`src/design/fpa_pkg.sv`:
```
// ----------------------------------------------------------------------------
// fpa_pkg: shared types and helpers for the fixed-point ALU
// Opcodes, request and response beats, the side-band record that rides
// alongside the divider, and the 33-bit clamp helper.
// ----------------------------------------------------------------------------
package fpa_pkg;

  localparam int FRAC_BITS_DEF = 8;

  localparam logic signed [31:0] S32_MAX = 32'sh7fff_ffff;
  localparam logic signed [31:0] S32_MIN = 32'sh8000_0000;

  typedef enum logic [3:0] {
    OP_ADD      = 4'd0,
    OP_SUB      = 4'd1,
    OP_MUL      = 4'd2,
    OP_DIV      = 4'd3,
    OP_INC      = 4'd4,
    OP_DEC      = 4'd5,
    OP_MIN      = 4'd6,
    OP_MAX      = 4'd7,
    OP_TO_INT   = 4'd8,
    OP_FROM_INT = 4'd9,
    OP_CMP      = 4'd10
  } alu_op_t;

  typedef struct packed {
    logic [3:0]         req_type;
    logic signed [31:0] operand_a;
    logic signed [31:0] operand_b;
  } alu_req_t;

  typedef struct packed {
    logic signed [31:0] result_value;
    logic               a_less;
    logic               a_equal;
    logic               a_greater;
    logic               saturated;
    logic               divide_by_zero;
  } alu_rsp_t;

  // Clamped value with its saturation flag
  typedef struct packed {
    logic signed [31:0] value;
    logic               sat;
  } sat_val_t;

  // Everything except the multiply and divide results, carried to the end
  typedef struct packed {
    logic [3:0]         op;
    logic               less;
    logic               equal;
    logic               greater;
    logic signed [31:0] value;
    logic               sat;
    logic               dz;
    logic               div_neg;
  } side_t;

  function automatic sat_val_t clamp33(input logic signed [32:0] v);
    sat_val_t r;
    if (v[32] != v[31]) begin
      r.sat   = 1'b1;
      r.value = v[32] ? S32_MIN : S32_MAX;
    end else begin
      r.sat   = 1'b0;
      r.value = v[31:0];
    end
    return r;
  endfunction

endpackage

```
`src/design/fpa_mul.sv`:
```
// ----------------------------------------------------------------------------
// fpa_mul: pipelined fixed-point multiply
// Four stages: product, magnitude, round half away from zero, clamp.
// ----------------------------------------------------------------------------
module fpa_mul #(
  parameter int FRAC_BITS = fpa_pkg::FRAC_BITS_DEF
) (
  input  logic               clk,
  input  logic signed [31:0] a,
  input  logic signed [31:0] b,
  output fpa_pkg::sat_val_t  res
);
  import fpa_pkg::*;

  localparam int RW = 64 - FRAC_BITS;
  localparam logic [63:0] HALF = 64'(1) << (FRAC_BITS - 1);

  logic signed [63:0] prod;
  logic [63:0]        mag;
  logic               neg2;
  logic [RW-1:0]      rnd;
  logic               neg3;
  logic [63:0]        rnd_sum;

  assign rnd_sum = mag + HALF;

  always_ff @(posedge clk) begin
    prod <= a * b;
    neg2 <= prod[63];
    mag  <= prod[63] ? 64'(-prod) : 64'(prod);
    neg3 <= neg2;
    rnd  <= rnd_sum[63:FRAC_BITS];
    if (neg3) begin
      if (rnd > RW'(64'h8000_0000)) begin
        res <= '{value: S32_MIN, sat: 1'b1};
      end else begin
        res <= '{value: -(rnd[31:0]), sat: 1'b0};
      end
    end else begin
      if (rnd > RW'(64'h7fff_ffff)) begin
        res <= '{value: S32_MAX, sat: 1'b1};
      end else begin
        res <= '{value: rnd[31:0], sat: 1'b0};
      end
    end
  end

endmodule

```
`config.mk`:
```
export PLATFORM = sky130hd
export DESIGN_NAME = fpa_mul
export DESIGN_NICKNAME = d
export VERILOG_FILES = /design/src/design/fpa_pkg.sv /design/src/design/fpa_mul.sv
export SDC_FILE = /design/constraint.sdc
export NUM_CORES = 2
export LEC_CHECK = 0
export ABC_CLOCK_PERIOD_IN_PS = 9600
export BUFFER_PORTS_ARGS = -buffer_cell sky130_fd_sc_hd__buf_2
export CORE_MARGIN = 2
export CORE_UTILIZATION = 50
export CTS_CLUSTER_SIZE = 25
export DETAILED_ROUTE_END_ITERATION = 8
export GPL_TIMING_DRIVEN = 0
export HOLD_SLACK_MARGIN = 0.06
export PLACE_DENSITY_LB_ADDON = 0.08
export SLEW_MARGIN = 10
export SYNTH_ARGS = -nofsm -noshare
export SYNTH_HDL_FRONTEND = slang
export SYNTH_SLANG_ARGS = --single-unit
export TNS_END_PERCENT = 10
```
`constraint.sdc`:
```
create_clock -name clk -period 9.6 [get_ports clk]
set_clock_uncertainty 0.2 [all_clocks]
set_input_delay 0.48 -clock clk [delete_from_list [all_inputs] [get_ports clk]]
set_output_delay 0.48 -clock clk [all_outputs]
set_load 0.02 [all_outputs]
```
Word level (Yosys, flattened, before mapping)
Cells that the tools add are included.
- register bits after elaboration: 219
- input bits: 65
- output and inout port bits: 33
- logic and storage cells: 18
- $add $sub $neg: 3
- multiply operators: 1
- magnitude comparators: 2
- multiplexer cells: 4
- operator list (operator ; number):
    33-bit two-way mux ; 3
    64-bit by 8-bit adder with 64-bit output (second input constant) ; 1
    32-bit by 32-bit multiplier with 64-bit output ; 1
    64-bit negation ; 1
    63-bit two-way mux ; 1
    56-bit by 31-bit greater-than comparator with 1-bit output (second input constant) ; 1
    56-bit by 32-bit greater-than comparator with 1-bit output (second input constant) ; 1
    32-bit negation ; 1

Depth between registers and ports, before layout
- depth in word-level cells: 3
- depth in mapped cells: 28
- gate-level depth less buffers: 26

Worst setup path before layout
Ideal clock, no wire load.
- path kind: in2reg
- start point: input b[2]
- end point: register prod[63]
- library setup time: 0.127 ns
- data arrival time: 7.504 ns
- required time: 9.273 ns
- slack: 1.769 ns
- stages on the path: 25
- path through: clkbuf_1 -> nand2_1 -> inv_1 -> fa_1 -> fa_1 -> fa_1 -> fa_1 -> inv_1 -> fa_1 -> inv_1 -> fa_1 -> inv_1 -> fa_1 -> inv_1 -> fa_1 -> ha_1 -> a21o_1 -> a21o_1 -> a21oi_1 -> o21ai_0 -> nand3_1 -> nand2_1 -> o31ai_1 -> and4b_1 -> nor3_1
- longest elaborated chain between the ends: 1
- RTL lines (item ; line ; text):
    from (decl) ; fpa_mul.sv:10 ; input logic signed [31:0] b,
    32-bit by 32-bit multiplier with 64-bit output ; fpa_mul.sv:28 ; prod <= a * b;
    to (signal assigned) ; fpa_mul.sv:28 ;
    to (decl) ; fpa_mul.sv:18 ; logic signed [63:0] prod;
Every way passes these cells.
A chain may end at the register's enable or synchronous reset.

Worst setup path in the final report
- start point: input b[6]
- end point: register prod[63]
The elaborated chain is that of the path after synthesis.

==> flow_summary.toml <==
[sta]
tightestPinTransition_ns = 1.350
hold_viol = 0
max-slew-margin-rel = 0.09990
max_freq_ghz = 0.1065
maxSlewViolCount = 0
min_period_over_period = 0.9782
final-setup-viol-count = 0
rsz0062_at_grt = "false"
period_needed_ns = 9.391

[clocking]
htreeDepth = 1
path_clk_slew_ns = 0.06
numCtsBuffers = 21
clockBufferDepth = 3
clock_latency_ns = 0.49
tritoncts = "built"
post_cts_buffers = 0
cts.sinks = 212
cts_root_buf = "clkbuf_16"
cts_hold_buf = 0

[routing]
num_vias = 33200
drcViolationCount = 0
dr.pass1.iters = 8
met1_length_um = 57460
wl_per_cell_um = 24.53
vias_per_cell = 5.501
drt-total-wl_um = 148100
top_layer = "met5"
wl_met3_um = 13570
initialDrtViolationCount = 2598
ant_nets = 0
wl_met2_um = 67060

[floorplan]
fp-row-count = 108
die_h_um = 300.7
dieArea_um2 = 90410
io_pins = 98
fp.dieW_um = 300.7
initial_utilization = 0.5058
fp.coreArea_um2 = 87020

[synth]
ys_seq_area_frac = 0.09643
synth_cell_types = 64
synth_edf_count = 0
synth_seq_cells = 212
synth_area_leaders = "fa_1, dfxtp_1, inv_1, and2_1, ha_1"
synth_top_area_cell = "fa_1"
synth_top_area_frac = 0.4922
yosys_warnings = 0
ys_async_sr_fraction = 0
synthCells = 4733
syn_area_per_cell_um2 = 9.299
synth_area_um2 = 44010
synth_top_flop_cell = "dfxtp_1"
synth.net_count = 6066

[grt]
first_global_vias = 35860
overflow = 0
grt_max_degree = 27
antenna_found_initial = 19
gr-usage-all-layers = 0.3428
grt_pass1_wl_um = 224900

[worst_hold_path]
holdPathStages = 0
hold_start = "neg2"
hold_end = "neg3"
hp-class = "flip-flop to flip-flop"

[finish]
area.growth.synth_to_final_pct = 6.286
multi_input_area_um2 = 34740
design_area_um2 = 46780
seq_area_um2 = 4244
fillCellCount = 8314
final_nets = 6185
drive_gt1_frac = 0.03330

[setup_path]
path_delay_family = "adder cells"
start_kind = "input pin"
cp_max_fo = 14
critPathArrivalTime_ns = 9.55
r2r_start = "rnd[1]"
critPathRequiredTime_ns = 9.76
end_kind = "flip-flop"
reg2reg_slack_ns = 5.10
cpMaxStageDelayCell = "clkbuf_1"
crit_path_frequent_cell = "fa_1"
crit_chain = "buf_2 -> clkbuf_1 -> nand2_1 -> fa_1 -> inv_1 -> fa_1 -> fa_1 -> inv_1 -> fa_1 -> inv_1 -> fa_1 -> fa_1 -> fa_1 -> fa_1 -> ha_1 -> nand2_1 -> nor4_1 -> and3_1 -> nand4_1 -> a21oi_1 -> o31ai_2 -> and4b_1 -> nor3_2"
r2r_end = "res[19]"
worst_r2r_path_depth = 10
worst-path-buf-inv = 5
critPathMaxStageDelay_ns = 1.00
path_class = "input pin to flip-flop"

[placement]
io_buffers = 97
dp_hpwl_um = 124400
globalplace.congestion = 1.010
placed_cell_area_um2 = 45950

[job]
drv_cap = 0

[status]
status = "completed"
synth_stat cells (17+ instances only):
cell / n
inv_1: 1114
ha_1: 186
dfxtp_1: 212
clkbuf_1: 222
and2_1: 514
nand4_1: 28
nor4_1: 17
xnor2_1: 141
nor3_1: 29
nor2_1: 99
or3_1: 22
nand2_1: 598
a21o_1: 30
and3_1: 19
fa_1: 1082
o21ai_0: 69
nand3_1: 44
xor2_1: 40
a21oi_1: 62
worst register-to-register path, delay by kind of cell (launching register included):
family	cells	cell delay, ns
AO/OA/AOI/OAI	2	1.34
adder cells (fa/ha/maj)	1	0.21
buffers and inverters	2	0.42
flip-flops	1	0.32
AND/OR/NAND/NOR	5	1.84
stage by stage:
step                      cells  worst slack (ns)  hold WS (ns)  setup TNS [ns]    util
after global placement     5985           -0.7631        0.1182          -2.217  0.5279
after floorplan            4733             1.769        0.1096               0       -
after detailed placement   5985           -0.8358        0.1200          -2.527  0.5280
after global routing       6022         0.0008509        0.1270               0  0.5371
after CTS                  6020           0.06302        0.1283               0  0.5365
final                      6036            0.2088        0.1352               0  0.5375
how the worst max path moves through the flow:
stage | startpoint | end | slack (ns) | cells past startpoint
floorplan | b[2] | prod[63] | 1.77 | 25
global placement | b[5] | prod[63] | -0.76 | 27
detailed placement | b[5] | prod[63] | -0.84 | 27
CTS | a[31] | prod[63] | 0.06 | 26
global route | b[13] | prod[62] | 0.0009 | 26
finish | b[6] | prod[63] | 0.21 | 23
cell families after synthesis:
group	Yosys count	synth area share
xor gates and xnor gates	181	0.03602
buffers and inverters	1342	0.1145
AOI/OAI and AO/OA	292	0.04310
DFF	212	0.09643
and+or+nand+nor	1438	0.1649
adders and majority gates	1268	0.5450
flip-flops by register name (all words and copies together) (netlist names):
name  cells
prod     64
mag      57
rnd      56
res      33
neg2      1
neg3      1
layout by cell type, fill, tap and decap left out, types with 8 or more instances in the layout:
| cell type | instances |
|---|---|
| inv_1 | 1114 |
| fa_1 | 1080 |
| nand2_1 | 598 |
| and2_1 | 514 |
| clkbuf_1 | 212 |
| dfxtp_1 | 212 |
| ha_1 | 186 |
| xnor2_1 | 141 |
| nor2_1 | 99 |
| buf_2 | 99 |
| o21ai_0 | 69 |
| a21oi_1 | 62 |
| nand3_1 | 44 |
| xor2_1 | 40 |
| a21o_1 | 30 |
| nand4_1 | 28 |
| nor3_1 | 28 |
| or3_1 | 22 |
| clkbuf_16 | 21 |
| and3_1 | 19 |
| nor4_1 | 17 |
| diode_2 | 16 |
| nand2b_1 | 15 |
| a31oi_1 | 15 |
| o311ai_0 | 14 |
| o21bai_1 | 13 |
| o31ai_1 | 13 |
| o21ai_1 | 12 |
| o311ai_1 | 10 |
| a211oi_1 | 8 |
| or4_1 | 8 |
| clkbuf_8 | 8 |
layer usage:
metal	global-route usage	vias to the layer above
met1	0.4398	17140
met4	0.1782	4
met5	0	-
met3	0.07374	410
met2	0.5484	1564
li1	-	14080
cell type report:
| class | instances | share of cell area |
|---|---|---|
| Antenna cell | 16 | 0.0008559 |
| Buffer | 227 | 0.01907 |
| Clock buffer | 30 | 0.01367 |
| Clock inverter | 6 | 0.002300 |
| Inverter | 1114 | 0.08939 |
| Multi-Input combinational cell | 3179 | 0.7427 |
| Sequential cell | 212 | 0.09073 |
| Tap cell | 1155 | 0.03089 |
| Timing Repair Buffer | 97 | 0.01038 |
repair_timing:
action / CTS / global route
resized for setup: 3 / 16
endpoints found under the hold margin: 0 / 0
setup endpoints to repair: 1 / 2
Power is left out: the tool's default activity adds up to more than one toggle a clock period on the data nets, which glitch-free logic cannot reach.
